`config.mk`:
```
export PLATFORM = sky130hd
export DESIGN_NAME = sbus_decode_and_telemetry_reframe_unit
export DESIGN_NICKNAME = d
export VERILOG_FILES = /design/src/hdl/sbdtr_pkg.sv /design/src/hdl/sbdtr_front.sv /design/src/hdl/sbdtr_queue.sv /design/src/hdl/sbdtr_back.sv /design/src/hdl/sbus_decode_and_telemetry_reframe_unit.sv
export SDC_FILE = /design/constraint.sdc
export NUM_CORES = 2
export LEC_CHECK = 0
export BUFFER_PORTS_ARGS = -buffer_cell sky130_fd_sc_hd__buf_2
export CORE_ASPECT_RATIO = 1.4
export CORE_MARGIN = 3
export CORE_UTILIZATION = 50
export DETAILED_ROUTE_END_ITERATION = 8
export PLACE_DENSITY = 0.67
export RECOVER_POWER = 100
export SYNTH_ARGS = -nofsm -noshare
export SYNTH_HDL_FRONTEND = slang
export SYNTH_SLANG_ARGS = --single-unit
```
`constraint.sdc`:
```
create_clock -name clk -period 20.2 [get_ports clk]
set_input_delay 1.01 -clock clk [delete_from_list [all_inputs] [get_ports clk]]
set_output_delay 1.01 -clock clk [all_outputs]
set_load 0.05 [all_outputs]
```
`src/hdl/sbdtr_pkg.sv`:
```
// Shared types, constants and helpers for the SBUS decode and telemetry reframe unit.
`timescale 1ns / 1ps
`default_nettype none
package sbdtr_pkg;

  localparam int NUM_CH    = 16;
  localparam int RAW_W     = 11;
  localparam int PW_W      = 12;
  localparam int DATA_BITS = NUM_CH * RAW_W;
  localparam int TEL_LEN   = 24;
  localparam int NUM_DATA  = 12;

  localparam logic [7:0]  SYNC_BYTE   = 8'h0F;
  localparam logic [7:0]  END_BYTE    = 8'h00;
  localparam logic [15:0] INTERVAL_RST = 16'd66;
  localparam logic [7:0]  CRC_POLY    = 8'h31;
  localparam logic [7:0]  WHITE_EVEN  = 8'hBD;
  localparam logic [7:0]  WHITE_ODD   = 8'hDB;

  // One decoded frame handed from the front to the back.
  typedef struct packed {
    logic [DATA_BITS-1:0] raw_bits;
    logic                 failsafe;
    logic                 tel;
    logic [10:0]          sync;
  } sbdtr_job_t;

  // One result slot moving through the back pipeline.
  typedef struct packed {
    logic        kind;
    logic [4:0]  idx;
    logic        last;
    logic [10:0] raw;
    logic        failsafe;
    logic [10:0] sync;
  } sbdtr_tok_t;

  function automatic logic [7:0] hdr_byte(input logic [2:0] i);
    logic [7:0] b;
    case (i)
      3'd0:    b = 8'h00;
      3'd6:    b = 8'hFE;
      3'd7:    b = 8'h10;
      default: b = 8'hAD;
    endcase
    return b;
  endfunction

  function automatic logic [7:0] crc_step(input logic [7:0] c, input logic [7:0] d);
    logic [7:0] r;
    r = c ^ d;
    for (int b = 0; b < 8; b++) begin
      r = r[7] ? ({r[6:0], 1'b0} ^ CRC_POLY) : {r[6:0], 1'b0};
    end
    return r;
  endfunction

endpackage
`default_nettype wire

```
`src/hdl/sbdtr_front.sv`:
```
// Front end: byte window, frame detection, telemetry interval and sync bookkeeping.
`timescale 1ns / 1ps
`default_nettype none
module sbdtr_front (
  input  wire                      clk,
  input  wire                      rst,
  input  wire                      in_valid,
  output logic                     in_ready,
  input  wire                      in_tick,
  input  wire  [7:0]               in_byte,
  input  wire                      cfg_wen,
  input  wire  [15:0]              cfg_wdata,
  output logic                     job_valid,
  input  wire                      job_full,
  output sbdtr_pkg::sbdtr_job_t    job
);
  import sbdtr_pkg::*;

  // win[k] is the window byte k places newer than the oldest slot, win[0].
  logic [7:0]  win [0:23];
  logic [15:0] elapsed;
  logic [10:0] sync;
  logic [15:0] interval;
  logic        acc, frame_hit, fs, send;

  assign in_ready  = !job_full;
  assign acc       = in_valid && in_ready;
  assign frame_hit = acc && !in_tick && (win[0] == SYNC_BYTE) && (in_byte == END_BYTE);
  assign fs        = win[23][3];
  assign send      = !fs && (elapsed >= interval);
  assign job_valid = frame_hit;

  always_comb begin
    for (int j = 0; j < 22; j++) begin
      job.raw_bits[8*j +: 8] = win[j+1];
    end
    job.failsafe = fs;
    job.tel      = send;
    job.sync     = sync + 11'd1;
  end

  always_ff @(posedge clk) begin
    if (rst) begin
      for (int k = 0; k < 24; k++) win[k] <= '0;
      elapsed  <= '0;
      sync     <= '0;
      interval <= INTERVAL_RST;
    end else begin
      if (cfg_wen) interval <= cfg_wdata;
      if (acc && in_tick) begin
        if (elapsed != 16'hFFFF) elapsed <= elapsed + 16'd1;
      end else if (frame_hit) begin
        for (int k = 0; k < 24; k++) win[k] <= '0;
        if (send) begin
          elapsed <= '0;
          sync    <= sync + 11'd1;
        end
      end else if (acc) begin
        for (int k = 0; k < 23; k++) win[k] <= win[k+1];
        win[23] <= in_byte;
      end
    end
  end

endmodule
`default_nettype wire

```
`src/hdl/sbdtr_queue.sv`:
```
// Two-entry job queue between front and back.
`timescale 1ns / 1ps
`default_nettype none
module sbdtr_queue (
  input  wire                   clk,
  input  wire                   rst,
  input  wire                   push,
  input  sbdtr_pkg::sbdtr_job_t push_job,
  output logic                  full,
  input  wire                   pop,
  output logic                  not_empty,
  output sbdtr_pkg::sbdtr_job_t head
);
  import sbdtr_pkg::*;

  sbdtr_job_t  mem [0:1];
  logic        wptr, rptr;
  logic [1:0]  count;

  assign full      = (count == 2'd2);
  assign not_empty = (count != 2'd0);
  assign head      = mem[rptr];

  always_ff @(posedge clk) begin
    if (push) mem[wptr] <= push_job;
  end

  always_ff @(posedge clk) begin
    if (rst) begin
      wptr  <= 1'b0;
      rptr  <= 1'b0;
      count <= '0;
    end else begin
      if (push) wptr <= !wptr;
      if (pop)  rptr <= !rptr;
      if (push && !pop)      count <= count + 2'd1;
      else if (pop && !push) count <= count - 2'd1;
    end
  end

endmodule
`default_nettype wire

```
`src/hdl/sbdtr_back.sv`:
```
// Back end: result sequencing, pulse and quantize pipeline, telemetry framing and CRC.
`timescale 1ns / 1ps
`default_nettype none
module sbdtr_back (
  input  wire                   clk,
  input  wire                   rst,
  input  wire                   job_valid,
  input  sbdtr_pkg::sbdtr_job_t job,
  output logic                  job_pop,
  output logic                  out_valid,
  input  wire                   out_ready,
  output logic                  out_kind,
  output logic                  out_last,
  output logic [39:0]           out_data
);
  import sbdtr_pkg::*;

  // ceil(2^32 / 1639); exact for every numerator below 4.04e6
  localparam logic [21:0] RECIP = 22'd2620481;

  logic       adv, issue, tok_last;
  logic [5:0] cnt;
  sbdtr_tok_t tok_in;

  // stage A
  logic       va;
  sbdtr_tok_t ta;
  logic       nega;
  logic [21:0] p1, p2;
  // stage B
  logic       vb;
  sbdtr_tok_t tb;
  logic       negb;
  logic [11:0] q1, q2;
  logic [43:0] m1, m2;
  logic [10:0] mag;

  // captured telemetry contents
  logic [10:0] qch [0:3];
  logic [5:0]  q6 [0:5];
  logic        act;
  logic [10:0] tsync;
  logic [7:0]  crc;
  logic [3:0]  crc_idx;
  logic        crc_run;

  logic [95:0] dword;
  logic [7:0]  dw_byte [0:11];
  logic [11:0] pw_c;
  logic [10:0] qv_c;
  logic [5:0]  q6_c;
  logic [7:0]  tx_c;
  logic [3:0]  tel_di;

  assign adv      = !out_valid || out_ready;
  assign tok_last = (cnt == (job.tel ? 6'd39 : 6'd15));
  assign issue    = adv && job_valid;
  assign job_pop  = issue && tok_last;

  always_comb begin
    tok_in.kind     = (cnt >= 6'd16);
    tok_in.idx      = tok_in.kind ? 5'(cnt - 6'd16) : cnt[4:0];
    tok_in.last     = tok_last;
    tok_in.raw      = job.raw_bits[cnt[3:0]*RAW_W +: RAW_W];
    tok_in.failsafe = job.failsafe;
    tok_in.sync     = job.sync;
  end

  assign mag = (tok_in.raw < 11'd172) ? 11'(11'd172 - tok_in.raw) : 11'(tok_in.raw - 11'd172);
  assign m1  = p1 * RECIP;
  assign m2  = p2 * RECIP;

  always_ff @(posedge clk) begin
    if (rst) begin
      cnt <= '0;
      va  <= 1'b0;
      vb  <= 1'b0;
    end else if (adv) begin
      if (issue) cnt <= tok_last ? 6'd0 : cnt + 6'd1;
      va <= issue;
      vb <= va;
    end
  end

  always_ff @(posedge clk) begin
    if (adv) begin
      ta   <= tok_in;
      nega <= (tok_in.raw < 11'd172);
      p1   <= 22'(mag) * 22'd1000;
      p2   <= 22'(mag) * 22'd2047;
      tb   <= ta;
      negb <= nega;
      q1   <= m1[43:32];
      q2   <= m2[43:32];
    end
  end

  // stage C: pulse width and quantized values
  always_comb begin
    logic [12:0] p;
    p    = negb ? 13'(13'd1000 - 13'(q1)) : 13'(13'd1000 + 13'(q1));
    if (p < 13'd800) p = 13'd800;
    if (p > 13'd2200) p = 13'd2200;
    pw_c = p[11:0];
    qv_c = negb ? 11'd0 : ((q2 > 12'd2047) ? 11'd2047 : q2[10:0]);
    case (tb.idx[3:0])
      4'd5, 4'd6: q6_c = (tb.raw < 11'd600) ? 6'd0 : ((tb.raw > 11'd1400) ? 6'd63 : 6'd31);
      4'd9:       q6_c = (pw_c < 12'd1600) ? 6'd0 : 6'd63;
      default:    q6_c = (tb.raw < 11'd992) ? 6'd0 : 6'd63;
    endcase
  end

  always_comb begin
    dword = {4'd0, act, tsync, q6[5], q6[4], q6[3], q6[2], q6[1], q6[0],
             qch[3], qch[2], qch[1], qch[0]};
    for (int i = 0; i < NUM_DATA; i++) begin
      dw_byte[i] = dword[8*i +: 8] ^ (i[0] ? WHITE_ODD : WHITE_EVEN);
    end
    tel_di = 4'(tb.idx - 5'd9);
    if (tb.idx < 5'd8)       tx_c = hdr_byte(tb.idx[2:0]);
    else if (tb.idx == 5'd8) tx_c = crc;
    else if (tb.idx < 5'd21) tx_c = dw_byte[tel_di];
    else                     tx_c = tb.idx[0] ? WHITE_EVEN : WHITE_ODD;
  end

  // capture per-channel telemetry inputs as channel results retire
  always_ff @(posedge clk) begin
    if (adv && vb && !tb.kind) begin
      if (tb.idx < 5'd4) qch[tb.idx[1:0]] <= qv_c;
      if (tb.idx >= 5'd4 && tb.idx < 5'd10) q6[3'(tb.idx - 5'd4)] <= q6_c;
      if (tb.idx == 5'd4) act <= (tb.raw > 11'd1400);
      if (tb.idx == 5'd0) tsync <= tb.sync;
    end
  end

  // CRC runs one data byte per cycle once the last quantized channel is in
  always_ff @(posedge clk) begin
    if (rst) begin
      crc_run <= 1'b0;
      crc_idx <= '0;
      crc     <= '0;
    end else if (adv && vb && !tb.kind && tb.idx == 5'd9) begin
      crc_run <= 1'b1;
      crc_idx <= '0;
      crc     <= '0;
    end else if (crc_run) begin
      crc     <= crc_step(crc, dw_byte[crc_idx]);
      crc_idx <= crc_idx + 4'd1;
      if (crc_idx == 4'(NUM_DATA - 1)) crc_run <= 1'b0;
    end
  end

  always_ff @(posedge clk) begin
    if (rst) begin
      out_valid <= 1'b0;
    end else if (adv) begin
      out_valid <= vb;
    end
  end

  always_ff @(posedge clk) begin
    if (adv) begin
      out_kind <= tb.kind;
      out_last <= tb.last;
      if (tb.kind) out_data <= {4'd0, tx_c, 28'd0};
      else         out_data <= {12'd0, tb.failsafe, pw_c, tb.raw, tb.idx[3:0]};
    end
  end

endmodule
`default_nettype wire

```
`src/hdl/sbus_decode_and_telemetry_reframe_unit.sv`:
```
// SBUS decode and telemetry reframe unit: top level.
// A completing frame byte is pushed into the frame queue; its first channel result then passes
// through stage A, stage B and the output register. Throughput: one result per cycle from the
// back pipeline unless m_axis_tready stalls it; a frame gives 16 or 40 results.
// Input ready drops only while the two-entry frame queue is full.
// Reset (rst, synchronous) clears the window, counters and pipeline; interval returns to 66.
`timescale 1ns / 1ps
`default_nettype none
module sbus_decode_and_telemetry_reframe_unit (
  input  wire         clk,
  input  wire         rst,
  input  wire         s_axis_tvalid,
  output logic        s_axis_tready,
  input  wire  [7:0]  s_axis_tdata,   // rx_byte
  input  wire         s_axis_tuser,   // action
  output logic        m_axis_tvalid,
  input  wire         m_axis_tready,
  output logic [39:0] m_axis_tdata,   // channel_index, raw_value, pulse_width, failsafe, tx_byte
  output logic        m_axis_tuser,   // kind
  output logic        m_axis_tlast,   // last
  input  wire         cfg_wen,
  input  wire  [15:0] cfg_wdata       // frame_interval_ms
);
  import sbdtr_pkg::*;

  sbdtr_job_t f_job, q_head;
  logic       f_push, q_full, q_pop, q_nempty;

  sbdtr_front u_front (
    .clk, .rst,
    .in_valid (s_axis_tvalid),
    .in_ready (s_axis_tready),
    .in_tick  (s_axis_tuser),
    .in_byte  (s_axis_tdata),
    .cfg_wen, .cfg_wdata,
    .job_valid(f_push),
    .job_full (q_full),
    .job      (f_job)
  );

  sbdtr_queue u_queue (
    .clk, .rst,
    .push     (f_push),
    .push_job (f_job),
    .full     (q_full),
    .pop      (q_pop),
    .not_empty(q_nempty),
    .head     (q_head)
  );

  sbdtr_back u_back (
    .clk, .rst,
    .job_valid(q_nempty),
    .job      (q_head),
    .job_pop  (q_pop),
    .out_valid(m_axis_tvalid),
    .out_ready(m_axis_tready),
    .out_kind (m_axis_tuser),
    .out_last (m_axis_tlast),
    .out_data (m_axis_tdata)
  );

endmodule
`default_nettype wire
```
==> flow_summary.toml <==
[hold_path]
hold_path.class = "reg2reg"
hold_depth = 0
min_from = "u_back.ta[14]$_DFFE_PN_"

[drt]
drc = 0
viasPerCell = 5.42
drt_iter0_markers = 1800
wire_per_inst_um = 20.5
routed_wirelength_um = 103000
drt_pre_antenna_iters = 5
detailroute.via_count = 27300
antenna_left = 0

[yosys]
largest_cells_by_area_after_synthesis = "sky130_fd_sc_hd__edfxtp_1, sky130_fd_sc_hd__fa_1, sky130_fd_sc_hd__ha_1"
yosysUniqueCellTypes = 72
synth.yosys.seq_area_share = 0.507
yosys_most_used_dff = "sky130_fd_sc_hd__edfxtp_1"
synth_area_um2 = 50100
netlist.area_leader.share = 0.479
synth_area_per_cell_um2 = 14.0
synth_top_cells_by_count = "sky130_fd_sc_hd__edfxtp_1, sky130_fd_sc_hd__inv_1, sky130_fd_sc_hd__ha_1"
synth.largest_area_cell = "sky130_fd_sc_hd__edfxtp_1"
async_flop_share = 0
synth-edff-count = 799
synth_cells = 3564
yosysWarnings = 0
flop_and_latch_count_out_of_synthesis = 869
yosys.cell_count.top_type = "sky130_fd_sc_hd__edfxtp_1"

[global_routing]
grt.busiest_layer = "met2"
globalRoute.totalOverflow = 0
met2_usage = 0.362
grt_pass1_vias = 29100
initial_antenna_violation_count = 1
grt_first_pass_wirelength_um = 164000
global_routing_usage_on_met1 = 0.253
global_route.usage.total = 0.204
grt_start_max_net_pins = 105
groute.layer.met3.usage = 0.0258

[finish]
layout-drive-gt1-share = 0.0926
final_nets = 4434
layout.area.seq_um2 = 25400
area_delta_synth_final_pct = 9.29
multi_input_gate_area_in_the_final_layout_um2 = 22200
nFillCells = 8020

[setup_path]
timing.critical_path.mode_cell = "sky130_fd_sc_hd__fa_1"
endpoint_kind = "flip-flop"
critPathSlowestCell = "sky130_fd_sc_hd__clkbuf_1"
max_stage_delay_ns = 2.53
worstRegToRegCells = 29
cp_max_fo = 41
crit_path_start_kind = "flip-flop"
timing.setup.critical_path_class = "reg2reg"
r2r_slack_ns = 6.34
required_time_of_the_critical_path_ns = 20.59
cp.arrival_ns = 14.25

[cts]
ctsHoldBuffers = 0
cts_post_setup_buffers_inserted = 0
clkSlewWorstSetupHoldPaths_ns = 0.06
clock_tree.htree_level_count = 3
cts_inserted_buffers = 85
clock_latency_ns = 0.69
cts.repair.resized = 0
cts_tree = "built"
ctsLongestPathBuffers = 3
tritoncts_num_sinks = 869
clock_root_buffer = "sky130_fd_sc_hd__clkbuf_16"

[floorplanning]
floorplan.rows = 136
die-height_um = 380
io_pins = 74
initial_core_utilization = 0.507
core_area_um2 = 98700
die_width_um = 273
fp.dieArea_um2 = 104000

[outcome]
result_of_the_run = "complete, but fails checks"
violated_checks = "max-capacitance violations, max-slew violations"

[pwr]
pwr_density_cell_nw_per_um2 = 69.8
internal-power_w = 0.00303
p_sw_frac = 0.207
power.net_switching_w = 0.000789
clkPwrFrac = 0.447
seq_power_share = 0.529
power_frac_comb = 0.024
cellLeakagePower_nw = 22.1
peakVddDrop_v = 0.0000818

[sta]
timing.clock.skew_ns = 0.0495
fin_worst_hold_slack_ns = 0.395
final_hold_viol_count = 0
setup_total_negative_slack_ns = 0
maxSlewViolCount = 1268
worst_pin_slew_ns = 4.43
maxSlewHeadroom = -1.95
setup_repair_after_global_routing_missed_its_margin = "false"
post-route-min-period_ns = 13.86
final_min_period_over_clock_period = 0.686
number_of_setup_violations_in_the_final_report = 0
fmax_mhz = 72.1

[placement]
place.gp.congestion = 0.865
post_dp_hpwl_um = 75700
numPortBuffers = 69

[job]
max_cap_violations = 24
critical path, delay by kind of cell, from the launching register on:
| family | cells | cell delay [ns] |
|---|---|---|
| AND/OR/NAND/NOR | 6 | 1.34 |
| multiplexers | 4 | 1.81 |
| XOR/XNOR | 2 | 0.93 |
| flip-flops | 1 | 1.29 |
| AO/OA/AOI/OAI | 5 | 0.97 |
| buffers and inverters | 6 | 4.09 |
| adder cells (fa/ha/maj) | 6 | 3.12 |
kinds of logic (layout without fill, tap and decap cells):
| logic type | after synthesis | after routing | share of synthesized area |
|---|---|---|---|
| compound gates | 340 | 340 | 0.0429 |
| xor+xnor | 119 | 119 | 0.0208 |
| fa+ha+maj | 746 | 746 | 0.236 |
| buf+inv | 634 | 793 | 0.0496 |
| flops | 869 | 869 | 0.507 |
| mux | 209 | 209 | 0.0761 |
| other cells | 1 | 6 | 0.0000749 |
| simple gates | 646 | 646 | 0.0677 |
state kept, by name (all words and copies together), names as in the netlist, 17 cells and up, named ones only:
| name | cells |
|---|---|
| u_back.ta | 30 |
| u_back.tb | 30 |
| u_front.win | 192 |
| u_back.qch | 44 |
| u_back.p2 | 21 |
| u_back.p1 | 17 |
| u_queue.mem | 378 |
| u_back.out_data | 36 |
routing by layer:
| layer | part of all wire | vias up |
|---|---|---|
| met1 | 0.40 | 13900 |
| met5 | 0 | - |
| met2 | 0.53 | 531 |
| met3 | 0.038 | 189 |
| met4 | 0.040 | 0 |
| li1 | - | 12700 |
power groups by stage:
stage,Sequential (W),Clock [W],Combinational (W)
final,0.00202,0.00171,0.0000929
after global routing,0.00202,0.00182,0.000105
after CTS,0.00202,0.00175,0.0000966
after detailed placement,0.00205,0,0.0000954
after global placement,0.00205,0,0.0000945
after floorplan,0.00206,0,0.0000626
placed cells by master, fill, tap and decap left out, types with 22 or more instances in the layout:
cell	synthesis	layout
sky130_fd_sc_hd__edfxtp_1	799	799
sky130_fd_sc_hd__inv_1	534	533
sky130_fd_sc_hd__ha_1	418	418
sky130_fd_sc_hd__fa_1	328	328
sky130_fd_sc_hd__nor2_1	161	162
sky130_fd_sc_hd__and2_0	2	141
sky130_fd_sc_hd__mux4_2	134	134
sky130_fd_sc_hd__a21oi_1	108	109
sky130_fd_sc_hd__clkbuf_16	0	88
sky130_fd_sc_hd__nand2_1	87	87
sky130_fd_sc_hd__o21ai_0	73	73
sky130_fd_sc_hd__clkbuf_1	61	73
sky130_fd_sc_hd__dfxtp_1	70	69
sky130_fd_sc_hd__xnor2_1	66	66
sky130_fd_sc_hd__and2_1	204	65
sky130_fd_sc_hd__mux2i_1	51	54
sky130_fd_sc_hd__xor2_1	53	53
sky130_fd_sc_hd__nor3_1	31	31
sky130_fd_sc_hd__nand3_1	31	31
sky130_fd_sc_hd__nor2b_1	30	30
sky130_fd_sc_hd__buf_2	10	27
sky130_fd_sc_hd__a21o_1	22	22
final timing paths:
kind                             endpoint
hold reg to reg   u_back.tb[14]$_DFFE_PN_
hold / removal    u_back.tb[14]$_DFFE_PN_
setup reg to reg  u_back.p2[21]$_DFFE_PN_
setup / recovery  u_back.p2[21]$_DFFE_PN_
area by class of cell:
type | instances | share of cell area
sequential | 869 | 0.464
multi-input combinational | 2064 | 0.405
clock buffer | 97 | 0.0412
inverter | 536 | 0.0368
tap | 1311 | 0.0300
clock inverter | 58 | 0.0144
timing repair buffer | 102 | 0.00823
antenna | 2 | 0.0000915
per-stage QoR:
stage | total power, W | setup slack [ns] | std cells | util | area [um2]
3_5_place_dp | 0.00215 | 9.37 | 4882 | 0.526 | 51900
6_report | 0.00382 | 6.34 | 5039 | 0.554 | 54700
5_1_grt | 0.00394 | 5.07 | 5037 | 0.554 | 54700
3_3_place_gp | 0.00215 | 9.47 | 4882 | 0.526 | 51900
2_1_floorplan | 0.00212 | 5.27 | 3567 | - | 50100
4_1_cts | 0.00386 | 9.31 | 5037 | 0.557 | 54900
No activity file was read; power rests on OpenSTA's default activity.
